File: src/hw/rtl/blt_pkg.sv
// ============================================================================
// blt_pkg: shared definitions for the line tokenizer
// Token codes, character constants, keyword table and the token record type.
// ============================================================================
package blt_pkg;

  // Limits on run length, counting the character that trips the check, and on number value.
  localparam int MAX_ID_LENGTH  = 9;
  localparam int MAX_NUM_LENGTH = 12;
  localparam logic [30:0] NUM_LIMIT = 31'h7FFF_FFFF;

  // Depth of the token queue in front of the output port.
  localparam int QUEUE_DEPTH = 4;

  // Token kinds.
  localparam logic [4:0] K_EOF     = 5'd0;
  localparam logic [4:0] K_NEWLINE = 5'd1;
  localparam logic [4:0] K_WHITE   = 5'd2;
  localparam logic [4:0] K_ID      = 5'd3;
  localparam logic [4:0] K_NUMBER  = 5'd4;
  localparam logic [4:0] K_IF      = 5'd5;
  localparam logic [4:0] K_THEN    = 5'd6;
  localparam logic [4:0] K_ELSE    = 5'd7;
  localparam logic [4:0] K_ENDIF   = 5'd8;
  localparam logic [4:0] K_AND     = 5'd9;
  localparam logic [4:0] K_OR      = 5'd10;
  localparam logic [4:0] K_NOT     = 5'd11;
  localparam logic [4:0] K_GOTO    = 5'd12;
  localparam logic [4:0] K_PLUS    = 5'd13;
  localparam logic [4:0] K_MINUS   = 5'd14;
  localparam logic [4:0] K_MULT    = 5'd15;
  localparam logic [4:0] K_DIV     = 5'd16;
  localparam logic [4:0] K_MOD     = 5'd17;
  localparam logic [4:0] K_EQ      = 5'd18;
  localparam logic [4:0] K_NE      = 5'd19;
  localparam logic [4:0] K_LE      = 5'd20;
  localparam logic [4:0] K_GE      = 5'd21;
  localparam logic [4:0] K_LT      = 5'd22;
  localparam logic [4:0] K_GT      = 5'd23;
  localparam logic [4:0] K_LPAR    = 5'd24;
  localparam logic [4:0] K_RPAR    = 5'd25;
  localparam logic [4:0] K_COLON   = 5'd26;
  localparam logic [4:0] K_COMMA   = 5'd27;
  localparam logic [4:0] K_ILLEGAL = 5'd28;
  localparam logic [4:0] K_ID_LONG = 5'd29;
  localparam logic [4:0] K_NUM_OVF = 5'd30;

  // Characters with a meaning of their own.
  localparam logic [7:0] CH_TAB    = 8'h09;
  localparam logic [7:0] CH_LF     = 8'h0A;
  localparam logic [7:0] CH_CR     = 8'h0D;
  localparam logic [7:0] CH_SPACE  = 8'h20;
  localparam logic [7:0] CH_HASH   = 8'h23;
  localparam logic [7:0] CH_PCT    = 8'h25;
  localparam logic [7:0] CH_LPAR   = 8'h28;
  localparam logic [7:0] CH_RPAR   = 8'h29;
  localparam logic [7:0] CH_STAR   = 8'h2A;
  localparam logic [7:0] CH_PLUS   = 8'h2B;
  localparam logic [7:0] CH_COMMA  = 8'h2C;
  localparam logic [7:0] CH_MINUS  = 8'h2D;
  localparam logic [7:0] CH_SLASH  = 8'h2F;
  localparam logic [7:0] CH_ZERO   = 8'h30;
  localparam logic [7:0] CH_NINE   = 8'h39;
  localparam logic [7:0] CH_COLON  = 8'h3A;
  localparam logic [7:0] CH_LESS   = 8'h3C;
  localparam logic [7:0] CH_EQUAL  = 8'h3D;
  localparam logic [7:0] CH_GREAT  = 8'h3E;
  localparam logic [7:0] CH_UP_A   = 8'h41;
  localparam logic [7:0] CH_UP_Z   = 8'h5A;
  localparam logic [7:0] CH_UNDER  = 8'h5F;
  localparam logic [7:0] CH_LO_A   = 8'h61;
  localparam logic [7:0] CH_LO_Z   = 8'h7A;

  // One token as it leaves the block.
  typedef struct packed {
    logic [4:0]  kind;
    logic [30:0] number;
    logic [63:0] text;
    logic [3:0]  length;
  } token_t;

  // One queue entry: a token and the flag that closes the run of an item.
  typedef struct packed {
    token_t tok;
    logic   last;
  } entry_t;

  function automatic logic is_letter(input logic [7:0] ch);
    return ((ch >= CH_LO_A) && (ch <= CH_LO_Z)) || ((ch >= CH_UP_A) && (ch <= CH_UP_Z));
  endfunction

  function automatic logic is_digit(input logic [7:0] ch);
    return (ch >= CH_ZERO) && (ch <= CH_NINE);
  endfunction

  function automatic logic is_id_start(input logic [7:0] ch);
    return (ch == CH_UNDER) || is_letter(ch);
  endfunction

  function automatic logic is_id_char(input logic [7:0] ch);
    return is_id_start(ch) || is_digit(ch);
  endfunction

  // Keyword text in lower case, first character in the low byte.
  function automatic logic [63:0] kw_text(input logic [2:0] idx);
    logic [63:0] t;
    case (idx)
      3'd0:    t = 64'h6669;        // if
      3'd1:    t = 64'h6E656874;    // then
      3'd2:    t = 64'h65736C65;    // else
      3'd3:    t = 64'h6669646E65;  // endif
      3'd4:    t = 64'h646E61;      // and
      3'd5:    t = 64'h726F;        // or
      3'd6:    t = 64'h746F6E;      // not
      default: t = 64'h6F746F67;    // goto
    endcase
    return t;
  endfunction

  function automatic logic [3:0] kw_length(input logic [2:0] idx);
    logic [3:0] n;
    case (idx)
      3'd0:    n = 4'd2;
      3'd1:    n = 4'd4;
      3'd2:    n = 4'd4;
      3'd3:    n = 4'd5;
      3'd4:    n = 4'd3;
      3'd5:    n = 4'd2;
      3'd6:    n = 4'd3;
      default: n = 4'd4;
    endcase
    return n;
  endfunction

  // Identifier or keyword. Bytes past the length are zero in the buffer, so
  // a plain compare of the folded text against the padded keyword works.
  function automatic logic [4:0] classify_ident(input logic [63:0] text,
                                                input logic [3:0]  len);
    logic [63:0] low;
    logic [7:0]  ch;
    logic [4:0]  kind;
    low  = '0;
    kind = K_ID;
    for (int i = 0; i < 8; i++) begin
      ch = text[8*i +: 8];
      if ((ch >= CH_UP_A) && (ch <= CH_UP_Z)) begin
        ch = ch | 8'h20;
      end
      low[8*i +: 8] = ch;
    end
    for (int k = 7; k >= 0; k--) begin
      if ((kw_length(3'(k)) == len) && (kw_text(3'(k)) == low)) begin
        kind = K_IF + 5'(k);
      end
    end
    return kind;
  endfunction

  // Kind of a character that forms a token on its own.
  function automatic logic [4:0] single_kind(input logic [7:0] ch);
    logic [4:0] kind;
    unique case (ch) inside
      CH_PLUS:          kind = K_PLUS;
      CH_MINUS:         kind = K_MINUS;
      CH_STAR:          kind = K_MULT;
      CH_SLASH:         kind = K_DIV;
      CH_PCT:           kind = K_MOD;
      CH_EQUAL:         kind = K_EQ;
      CH_LPAR:          kind = K_LPAR;
      CH_RPAR:          kind = K_RPAR;
      CH_COLON:         kind = K_COLON;
      CH_COMMA:         kind = K_COMMA;
      CH_SPACE, CH_TAB: kind = K_WHITE;
      default:          kind = K_ILLEGAL;
    endcase
    return kind;
  endfunction

endpackage

File: src/hw/rtl/basic_line_tokenizer.sv
// ============================================================================
// basic_line_tokenizer: streaming tokenizer for a small BASIC-like language
// Takes one source byte per transaction, or an end mark on tlast, and gives
// zero to two tokens per byte through a short token queue.
// ============================================================================
// Throughput: one byte per cycle while the queue has room for two tokens;
// the output port moves one token per cycle, so bytes that give two tokens
// drain at that rate through the 4-entry queue.
// Reset: synchronous, active high; scanning goes idle and the queue empties.
module basic_line_tokenizer (
  input  logic         clk,
  input  logic         rst,
  input  logic         s_axis_tvalid,
  output logic         s_axis_tready,
  input  logic [7:0]   s_axis_tdata,   // [7:0] char_byte
  input  logic         s_axis_tlast,   // end_of_text
  output logic         m_axis_tvalid,
  input  logic         m_axis_tready,
  // [4:0] token_kind, [35:5] number_value, [99:36] ident_text,
  // [103:100] ident_length
  output logic [103:0] m_axis_tdata,
  output logic         m_axis_tlast    // last_of_run
);

  localparam logic [2:0] M_IDLE    = 3'd0;
  localparam logic [2:0] M_IDENT   = 3'd1;
  localparam logic [2:0] M_NUMBER  = 3'd2;
  localparam logic [2:0] M_LT      = 3'd3;
  localparam logic [2:0] M_GT      = 3'd4;
  localparam logic [2:0] M_NEWLINE = 3'd5;
  localparam logic [2:0] M_COMMENT = 3'd6;

  localparam int PW = $clog2(blt_pkg::QUEUE_DEPTH);
  localparam int CW = $clog2(blt_pkg::QUEUE_DEPTH + 1);

  // Scan state.
  logic [2:0]  mode, mode_next;
  logic [63:0] ident_buffer, ident_buffer_next;
  logic [3:0]  run_length, run_length_next;
  logic [30:0] number_accum, number_accum_next;
  logic        number_overflowed, number_overflowed_next;

  // Token queue.
  blt_pkg::entry_t queue [blt_pkg::QUEUE_DEPTH];
  logic [PW-1:0] head, tail;
  logic [CW-1:0] count, count_next;

  logic        s_fire, m_fire;
  logic [7:0]  ch;
  logic        eot;
  logic [7:0]  digit_sub;
  logic [3:0]  digit;
  logic [34:0] accum_wide;
  logic        again;
  logic        clear;
  logic        pre_valid, post_valid;
  blt_pkg::token_t pre_tok, post_tok;
  blt_pkg::entry_t wr0, wr1;
  logic [1:0]  push_n;

  assign s_fire = s_axis_tvalid && s_axis_tready;
  assign m_fire = m_axis_tvalid && m_axis_tready;
  assign ch     = s_axis_tdata;
  assign eot    = s_axis_tlast;

  assign digit_sub  = ch - blt_pkg::CH_ZERO;
  assign digit      = digit_sub[3:0];
  // accum * 10 + digit as two shifts and adds.
  assign accum_wide = {number_accum, 3'b000} + {3'b000, number_accum, 1'b0}
                      + {31'd0, digit};

  always_comb begin
    mode_next              = mode;
    ident_buffer_next      = ident_buffer;
    run_length_next        = run_length;
    number_accum_next      = number_accum;
    number_overflowed_next = number_overflowed;
    again      = 1'b1;
    clear      = 1'b0;
    pre_valid  = 1'b0;
    pre_tok    = '0;
    post_valid = 1'b0;
    post_tok   = '0;

    // Finish or extend the token held in the state.
    unique case (mode)
      M_IDENT: begin
        if (!eot && blt_pkg::is_id_char(ch)) begin
          again = 1'b0;
          if (({1'b0, run_length} + 5'd1) >= 5'(blt_pkg::MAX_ID_LENGTH)) begin
            pre_valid    = 1'b1;
            pre_tok.kind = blt_pkg::K_ID_LONG;
            clear        = 1'b1;
          end else begin
            ident_buffer_next = ident_buffer
                                | ({56'd0, ch} << {run_length[2:0], 3'b000});
            run_length_next   = run_length + 4'd1;
          end
        end else begin
          pre_valid      = 1'b1;
          pre_tok.kind   = blt_pkg::classify_ident(ident_buffer, run_length);
          pre_tok.text   = ident_buffer;
          pre_tok.length = run_length;
          clear          = 1'b1;
        end
      end
      M_NUMBER: begin
        if (!eot && blt_pkg::is_digit(ch)) begin
          again = 1'b0;
          if (({1'b0, run_length} + 5'd1) >= 5'(blt_pkg::MAX_NUM_LENGTH)) begin
            pre_valid    = 1'b1;
            pre_tok.kind = blt_pkg::K_NUM_OVF;
            clear        = 1'b1;
          end else begin
            if (accum_wide > {4'd0, blt_pkg::NUM_LIMIT}) begin
              number_overflowed_next = 1'b1;
            end else begin
              number_accum_next = accum_wide[30:0];
            end
            run_length_next = run_length + 4'd1;
          end
        end else begin
          pre_valid = 1'b1;
          if (number_overflowed) begin
            pre_tok.kind = blt_pkg::K_NUM_OVF;
          end else begin
            pre_tok.kind   = blt_pkg::K_NUMBER;
            pre_tok.number = number_accum;
          end
          clear = 1'b1;
        end
      end
      M_LT: begin
        pre_valid = 1'b1;
        if (!eot && (ch == blt_pkg::CH_GREAT)) begin
          pre_tok.kind = blt_pkg::K_NE;
          again        = 1'b0;
        end else if (!eot && (ch == blt_pkg::CH_EQUAL)) begin
          pre_tok.kind = blt_pkg::K_LE;
          again        = 1'b0;
        end else begin
          pre_tok.kind = blt_pkg::K_LT;
        end
        clear = 1'b1;
      end
      M_GT: begin
        pre_valid = 1'b1;
        if (!eot && (ch == blt_pkg::CH_EQUAL)) begin
          pre_tok.kind = blt_pkg::K_GE;
          again        = 1'b0;
        end else begin
          pre_tok.kind = blt_pkg::K_GT;
        end
        clear = 1'b1;
      end
      M_NEWLINE: begin
        if (!eot && ((ch == blt_pkg::CH_CR) || (ch == blt_pkg::CH_LF))) begin
          again = 1'b0;
        end else begin
          pre_valid    = 1'b1;
          pre_tok.kind = blt_pkg::K_NEWLINE;
          clear        = 1'b1;
        end
      end
      M_COMMENT: begin
        // Only LF or the end mark closes a comment; the LF is scanned again.
        if (!eot && (ch != blt_pkg::CH_LF)) begin
          again = 1'b0;
        end else begin
          clear = 1'b1;
        end
      end
      default: begin
        clear = 1'b1;
      end
    endcase

    if (clear) begin
      mode_next              = M_IDLE;
      ident_buffer_next      = '0;
      run_length_next        = '0;
      number_accum_next      = '0;
      number_overflowed_next = 1'b0;
    end

    // Start a new token with the current byte, or close the text.
    if (again) begin
      if (eot) begin
        post_valid    = 1'b1;
        post_tok.kind = blt_pkg::K_EOF;
      end else if (blt_pkg::is_id_start(ch)) begin
        mode_next         = M_IDENT;
        ident_buffer_next = {56'd0, ch};
        run_length_next   = 4'd1;
      end else if (blt_pkg::is_digit(ch)) begin
        mode_next              = M_NUMBER;
        number_accum_next      = {27'd0, digit};
        number_overflowed_next = 1'b0;
        run_length_next        = 4'd1;
      end else if ((ch == blt_pkg::CH_CR) || (ch == blt_pkg::CH_LF)) begin
        mode_next = M_NEWLINE;
      end else if (ch == blt_pkg::CH_LESS) begin
        mode_next = M_LT;
      end else if (ch == blt_pkg::CH_GREAT) begin
        mode_next = M_GT;
      end else if (ch == blt_pkg::CH_HASH) begin
        mode_next = M_COMMENT;
      end else begin
        post_valid    = 1'b1;
        post_tok.kind = blt_pkg::single_kind(ch);
      end
    end
  end

  // Queue writes: the first token of the item goes to the tail, a second
  // one behind it; the last one written carries the run flag.
  always_comb begin
    wr0.tok  = pre_valid ? pre_tok : post_tok;
    wr0.last = !(pre_valid && post_valid);
    wr1.tok  = post_tok;
    wr1.last = 1'b1;
    if (s_fire) begin
      push_n = {1'b0, pre_valid} + {1'b0, post_valid};
    end else begin
      push_n = 2'd0;
    end
    count_next = count + CW'(push_n) - CW'(m_fire);
  end

  always_ff @(posedge clk) begin
    if (rst) begin
      mode              <= M_IDLE;
      ident_buffer      <= '0;
      run_length        <= '0;
      number_accum      <= '0;
      number_overflowed <= 1'b0;
      head              <= '0;
      tail              <= '0;
      count             <= '0;
    end else begin
      if (s_fire) begin
        mode              <= mode_next;
        ident_buffer      <= ident_buffer_next;
        run_length        <= run_length_next;
        number_accum      <= number_accum_next;
        number_overflowed <= number_overflowed_next;
      end
      if (m_fire) begin
        head <= head + PW'(1);
      end
      tail  <= tail + PW'(push_n);
      count <= count_next;
    end
  end

  always_ff @(posedge clk) begin
    if (push_n != 2'd0) begin
      queue[tail] <= wr0;
    end
    if (push_n == 2'd2) begin
      queue[tail + PW'(1)] <= wr1;
    end
  end

  // Room for two tokens is kept so a byte never has to be split.
  assign s_axis_tready = (count <= CW'(blt_pkg::QUEUE_DEPTH - 2));
  assign m_axis_tvalid = (count != '0);
  assign m_axis_tdata  = {queue[head].tok.length, queue[head].tok.text,
                          queue[head].tok.number, queue[head].tok.kind};
  assign m_axis_tlast  = queue[head].last;

  a_count_bound : assert property (@(posedge clk) disable iff (rst)
    count <= CW'(blt_pkg::QUEUE_DEPTH))
    else $error("token queue count above its depth");

  a_drain_step : assert property (@(posedge clk) disable iff (rst)
    (m_fire && !s_fire) |=> (count == $past(count) - CW'(1)))
    else $error("token queue count did not drop after a pop");

  a_idle_clean : assert property (@(posedge clk) disable iff (rst)
    (mode == M_IDLE) |-> ((run_length == '0) && (number_accum == '0)
                          && (ident_buffer == '0)))
    else $error("scan state not cleared while idle");

  a_ident_len : assert property (@(posedge clk) disable iff (rst)
    (mode == M_IDENT) |-> ((run_length != '0)
                           && (run_length < 4'(blt_pkg::MAX_ID_LENGTH))))
    else $error("identifier length out of range");

  a_number_text : assert property (@(posedge clk) disable iff (rst)
    (m_axis_tvalid && (m_axis_tdata[4:0] == blt_pkg::K_NUMBER))
      |-> (m_axis_tdata[103:36] == '0))
    else $error("number token carries identifier text");

endmodule
File: config.mk
export PLATFORM = sky130hd
export DESIGN_NAME = basic_line_tokenizer
export DESIGN_NICKNAME = d
export VERILOG_FILES = /design/src/hw/rtl/blt_pkg.sv /design/src/hw/rtl/basic_line_tokenizer.sv
export SDC_FILE = /design/constraint.sdc
export NUM_CORES = 1
export LEC_CHECK = 0
export ABC_AREA = 0
export CORE_ASPECT_RATIO = 1.25
export CORE_MARGIN = 10
export CORE_UTILIZATION = 30
export CTS_BUF_LIST = sky130_fd_sc_hd__clkbuf_4 sky130_fd_sc_hd__clkbuf_8
export CTS_CLUSTER_SIZE = 25
export DETAILED_ROUTE_END_ITERATION = 8
export DONT_BUFFER_PORTS = 1
export MAX_ROUTING_LAYER = met4
export PLACE_DENSITY = 0.42
export REMOVE_ABC_BUFFERS = 1
export SYNTH_ARGS = -nofsm -noshare
export SYNTH_HDL_FRONTEND = slang
export SYNTH_SLANG_ARGS = --single-unit
export TNS_END_PERCENT = 10
File: constraint.sdc
create_clock -name clk -period 11 [get_ports clk]
set_clock_uncertainty 0.1 [all_clocks]
set_input_delay 1.1 -clock clk [delete_from_list [all_inputs] [get_ports clk]]
set_output_delay 1.1 -clock clk [all_outputs]
set_load 0.005 [all_outputs]
==> results of run 1 <==
path summary, 6_finish.rpt:
check	startpoint	endpoint
worst max-delay path	run_length[0]$_SDFFE_PP0P_	queue[0][1]$_SDFFE_PP0P_
worst min-delay path	queue[0][14]$_SDFFE_PP0P_	queue[0][14]$_SDFFE_PP0P_
worst max register to register	run_length[0]$_SDFFE_PP0P_	queue[0][1]$_SDFFE_PP0P_
worst min register to register	queue[0][14]$_SDFFE_PP0P_	queue[0][14]$_SDFFE_PP0P_
registers in the layout (all words and copies together), names as in the netlist, named ones only:
signal             flops
ident_buffer          64
number_overflowed      1
count                  3
number_accum          31
head                   2
tail                   2
mode                   3
queue                420
run_length             4
power breakdown:
part	switching (W)	total [W]	leakage, nW	internal (W)
logic	0.000438	0.000615	3.85	0.000177
registers	0.0000756	0.00204	4.31	0.00197
clock network	0.000851	0.00201	1.13	0.00116
cell families (layout without fill, tap and decap cells):
logic type | Yosys count | after routing
AOI/OAI and AO/OA | 726 | 726
xor gates and xnor gates | 36 | 36
adders and majority gates | 73 | 73
buffers and inverters | 259 | 234
DFF | 532 | 532
muxes | 106 | 106
other | 0 | 1
and+or+nand+nor | 369 | 369
placed cells by master (no fill, tap or decap), types with 33 or more instances in the layout:
| cell | count |
|---|---|
| nand2_1 | 62 |
| mux4_2 | 105 |
| dfxtp_1 | 510 |
| ha_1 | 70 |
| nor2_1 | 101 |
| o21ai_0 | 36 |
| a21oi_1 | 71 |
| o21a_1 | 33 |
| clkbuf_8 | 124 |
| a32o_1 | 401 |
| clkbuf_4 | 36 |
| a22o_1 | 34 |
metal layers:
layer	GRT usage (%)	vias to the layer above	routed length, um
met5	-	-	0
met4	5.668	0	1733
met3	3.328	126	4130
met2	30.50	518	40820
met1	19.53	9598	32310
li1	-	8332	-
layout make-up:
cell class,count,area [um^2],area share (%)
Clock inverter,13,128.9,0.4856
Multi-Input combinational cell,1310,11900,44.84
Timing Repair Buffer,30,237.7,0.8958
Tap cell,1053,1318,4.965
Sequential cell,532,10860,40.92
Inverter,31,116.4,0.4385
Antenna cell,1,2.502,0.009430
Clock buffer,160,1977,7.450
per-stage QoR:
step / util, % / instances / setup WS, ns / cell area, um^2 / total power, W
5_1_grt: 33.78 / 3130 / 3.834 / 26540 / 0.004873
3_3_place_gp: 31.09 / 2956 / 4.037 / 24430 / 0.002715
4_1_cts: 33.77 / 3129 / 4.318 / 26530 / 0.004753
2_1_floorplan: - / 1873 / -3.993 / 22790 / 0.002447
3_5_place_dp: 31.09 / 2956 / 3.878 / 24430 / 0.002716
6_report: 33.78 / 3130 / 4.398 / 26540 / 0.004668
==> impl_metrics.yaml, run 1 <==
setup_path:
  critPathArrivalTime_ns: 7.13
  cp_slowest_cell: "buf_4"
  r2r_cells: 16
  path_cells: "inv_1 > ha_1 > nor3_1 > a31oi_1 > o32ai_1 > a31oi_1 > nor2_2 > inv_1 > ha_1 > o21ai_1 > nor3_2 > buf_4 > nor2_4 > buf_4 > buf_4 > a32o_1"
  end_kind: "flip-flop"
  path_max_fanout: 53
  critical_path_depth: 16
  cp.required_ns: 11.53
  reg2reg_setup_slack_ns: 4.40
  cp_common_cell: "buf_4"
  critPathMaxStageDelay_ns: 0.78
  startpoint_type: "flip-flop"
  cp.buffers_inverters: 5
  critical_path_class: "reg2reg"
  critical-path-top-delay-family: "buffers and inverters"
status:
  status: "completed"
placement:
  io_buffers: 0
  place.detailed.hpwl_um: 48730
  place.gp.congestion: 0.8779
final_layout:
  nFillCells: 7983
  final_net_count: 2087
  drive_gt1_share_pct: 16.81
  areaGrowthSynthToFinish_pct: 11.93
logic_synthesis:
  synth_edf_count: 20
  ys_ff_latch: 532
  syn_inst: 2101
  synth_top_family_by_area: "compound AO/OA/AOI/OAI gates"
  synth_most_common_cell: "dfxtp_1"
  yosys.area.top_type_share_pct: 43.23
  synth_xor_xnor_area_share_pct: 1.330
  synth.yosys.warnings: 0
  synth_fa_ha_area_share_pct: 3.947
  synth_mux_area_share_pct: 10.02
  synth-simple-area-share_pct: 8.095
  yosysSeqAreaShare_pct: 45.76
  syn_avg_cell_area_um2: 11.28
  yosysTopAreaCell: "dfxtp_1"
  netlist_top_cells_area: "dfxtp_1, a32o_1, mux4_2"
  synth_common_cells: "dfxtp_1, a32o_1, clkbuf_1, nor2_1, mux4_2"
  synth-compound-area-share_pct: 26.49
  yosysUniqueCellTypes: 83
  synthArstFlopShare_pct: 0
  syn_area_um2: 23710
  synth-main-ff-cell: "dfxtp_1"
drt:
  dr.pass1.iters: 5
  num_vias: 18570
  viasPerCell: 5.934
  drtAntennaViolNets: 0
  drtIter0Drc: 1471
  drt-total-wl_um: 79000
  wl_per_cell_um: 25.24
  drc: 0
timing:
  worst_hold_slack_ns: 0.3598
  setup_violations: 0
  rsz0062_at_grt: "no"
  period_share_pct: 60.02
  min_period_ns: 6.602
  maxSlewViolCount: 0
  worst_pin_slew_ns: 1.408
  fin_tns_setup_ns: 0
  timing.fmax_mhz: 151.5
  relSlewSlack_pct: 6.160
  hold_viol_final: 0
clocking:
  cts_tree: "built"
  root_buffer: "clkbuf_8"
  cts_resized: 0
  holdBufCountCts: 0
  h-tree-depth: 3
  cts_sinks: 532
  clk-insertion-delay-late_ns: 0.71
  path_clk_slew_ns: 0.06
  postCtsSetupRepairBufs: 0
  cts_inserted_buffers: 96
  cts.path.max_buffers: 3
pwr:
  irDropWorstVdd_mv: 0.08144
  leakage_nw: 9.288
  powerDensity_nw_per_um2: 175.9
grt:
  antenna_found_initial: 1
  overflow: 0
  track_usage_pct: 17.35
  grt_pass1_wl_um: 119500
  grt_pass1_vias: 18900
  grt_max_degree: 274
floorplanning:
  ios: 120
  die-area_um2: 90750
  coreArea_um2: 78560
  die_w_um: 271.4
  die_h_um: 334.3
  initial_utilization_pct: 30.18
  rows: 115
hold_path:
  hold_class: "reg2reg"
  hold_path_depth: 1
flow_run:
  maxCapViolCount: 0
(Power assumes the default switching activity.)
==> run 2: changes to the inputs <==
Clock period 11 ns to 6.2 ns, I/O delays scaled along.
==> run 2 against run 1 <==
Effect of this change: register-to-register slack worse by 3.5 ns; global-route usage barely moved; via count about the same; wire length about the same; cell count increased by 0.13%; flip-flop and latch count unchanged; die area stayed put; critical path depth is 1 lower; clock power is 78% higher; combinational power grew 89%; critical path type unchanged; critical endpoint is now queue[2][93]$_SDFFE_PP0P_; largest cell class unchanged.
==> impl_metrics.yaml, run 2 (synthesis results as in run 1) <==
status:
  status: "completed"
clocking:
  cts_inserted_buffers: 95
  path_clk_slew_ns: 0.06
  cts.path.max_buffers: 3
  holdBufCountCts: 8
  cts_sinks: 532
  h-tree-depth: 3
  clk-insertion-delay-late_ns: 0.71
  cts_resized: 0
  cts_tree: "built"
  root_buffer: "clkbuf_8"
  postCtsSetupRepairBufs: 0
setup_path:
  critPathArrivalTime_ns: 5.83
  cp.required_ns: 6.72
  startpoint_type: "flip-flop"
  reg2reg_setup_slack_ns: 0.89
  path_cells: "inv_1 > ha_1 > nor3_1 > a31oi_1 > o32ai_1 > a31oi_1 > nor2_2 > buf_4 > inv_1 > ha_1 > o21ai_1 > nor2_4 > nor2_4 > buf_4 > a32o_1"
  critical_path_class: "reg2reg"
  reg2reg_from: "run_length[0]$_SDFFE_PP0P_"
  r2r-end: "queue[2][93]$_SDFFE_PP0P_"
  critPathMaxStageDelay_ns: 0.72
  cp_slowest_cell: "o21ai_1"
  end_kind: "flip-flop"
  path_max_fanout: 26
  r2r_cells: 15
pwr:
  powerDensity_nw_per_um2: 311.4
  finalPower_w: 0.008329
  leakage_nw: 9.350
  irDropWorstVdd_mv: 0.3389
grt:
  track_usage_pct: 17.36
  grt_pass1_wl_um: 120000
  overflow: 0
  grt_max_degree: 273
  grt_pass1_vias: 18730
  antenna_found_initial: 1
timing:
  maxSlewViolCount: 0
  hold_viol_final: 0
  setup_violations: 0
  min_period_ns: 5.315
  worst_hold_slack_ns: 0.07170
  period_share_pct: 85.72
  relSlewSlack_pct: 13.12
  layout_setup_ws_ns: 0.8854
  worst_pin_slew_ns: 1.303
  rsz0062_at_grt: "no"
  timing.fmax_mhz: 188.2
floorplanning:
  rows: 115
  coreArea_um2: 78560
  die-area_um2: 90750
  ios: 120
  die_h_um: 334.3
  die_w_um: 271.4
  initial_utilization_pct: 30.18
drt:
  dr.pass1.iters: 6
  drtIter0Drc: 1344
  wl_per_cell_um: 25.23
  viasPerCell: 5.930
  num_vias: 18580
  drt-total-wl_um: 79060
  drc: 0
  drtAntennaViolNets: 0
final_layout:
  largest_reg_flops: 420
  final_cell_mix: "dfxtp_1, a32o_1, clkbuf_8"
  nFillCells: 7961
  fin_area_um2: 26750
  regMostFlops: "queue"
  drive_gt1_share_pct: 16.55
  areaGrowthSynthToFinish_pct: 12.82
  final_net_count: 2095
  final_common_cell: "dfxtp_1"
  top_regs: "queue x420, ident_buffer x64, number_accum x31"
placement:
  post-place-ws_ns: 0.8833
  io_buffers: 0
  place.detailed.hpwl_um: 47580
  place.gp.congestion: 0.8710
  dpl-instance-area_um2: 24560
hold_path:
  min_from: "rst"
  hold_path_depth: 2
  holdPathEnd: "number_accum[3]$_SDFFE_PP0P_"
  hold_class: "in2reg"
flow_run:
  maxCapViolCount: 0
## run 2: changes by cell type in the layout (fill, tap and decap cells not counted), moves of 2 or more
cell	before	now
buf_12	1	11
buf_4	29	20
clkbuf_4	36	30
clkinv_2	7	4
dlygate4sd3_1	0	8
inv_8	2	0
## run 2: how the worst max path moves through the flow
stage / startpoint / endpoint / slack [ns] / cells past startpoint
2_1_floorplan: s_axis_tdata[6] / queue[0][100]$_DFFE_PP_ / -8.31 / 11
3_3_place_gp: s_axis_tdata[6] / queue[2][0]$_SDFFE_PP1P_ / 0.98 / 14
3_5_place_dp: s_axis_tdata[6] / queue[2][93]$_SDFFE_PP0P_ / 0.88 / 13
4_1_cts: run_length[0]$_SDFFE_PP0P_ / queue[2][93]$_SDFFE_PP0P_ / 0.91 / 15
5_1_grt: run_length[0]$_SDFFE_PP0P_ / queue[2][96]$_SDFFE_PP0P_ / 0.41 / 15
6_report: run_length[0]$_SDFFE_PP0P_ / queue[2][93]$_SDFFE_PP0P_ / 0.89 / 15
## run 2: power breakdown
group          total [W]  switching, W  internal, W
logic            0.00116      0.000819     0.000345
registers        0.00359      0.000102      0.00349
clock network    0.00357       0.00151      0.00206
## run 2: layout make-up
cell class,count,area (um^2),area share (%)
timing repair buffer,39,450.4,1.684
clock inverter,13,170.2,0.6362
multi-input combinational,1310,11900,44.48
sequential,532,10860,40.59
antenna,2,5.005,0.01871
inverter,31,116.4,0.4350
clock buffer,154,1932,7.222
tap,1053,1318,4.926
## run 2: stage by stage
stage | std cells | utilization, % | TNS (ns)
after floorplan | 1873 | - | -2496.44
after global placement | 2957 | 31.26 | 0
after detailed placement | 2957 | 31.26 | 0
after CTS | 3132 | 34.04 | 0
after global routing | 3133 | 34.04 | 0
final | 3134 | 34.05 | 0
## run 2: worst max-delay path: cells and delay by family, from the launching register on
family | cells | cell delay [ns]
compound gates | 5 | 1.57
fa+ha+maj | 2 | 0.82
buf+inv | 4 | 0.86
flops | 1 | 0.65
simple gates | 4 | 1.21
## run 2: per-layer routing
metal	vias to the layer above	track usage (%)	part of all wire [%]
met4	0	5.112	2.1
met5	-	-	0
li1	8346	-	-
met2	507	30.80	53
met3	130	3.156	5.0
met1	9601	19.60	40
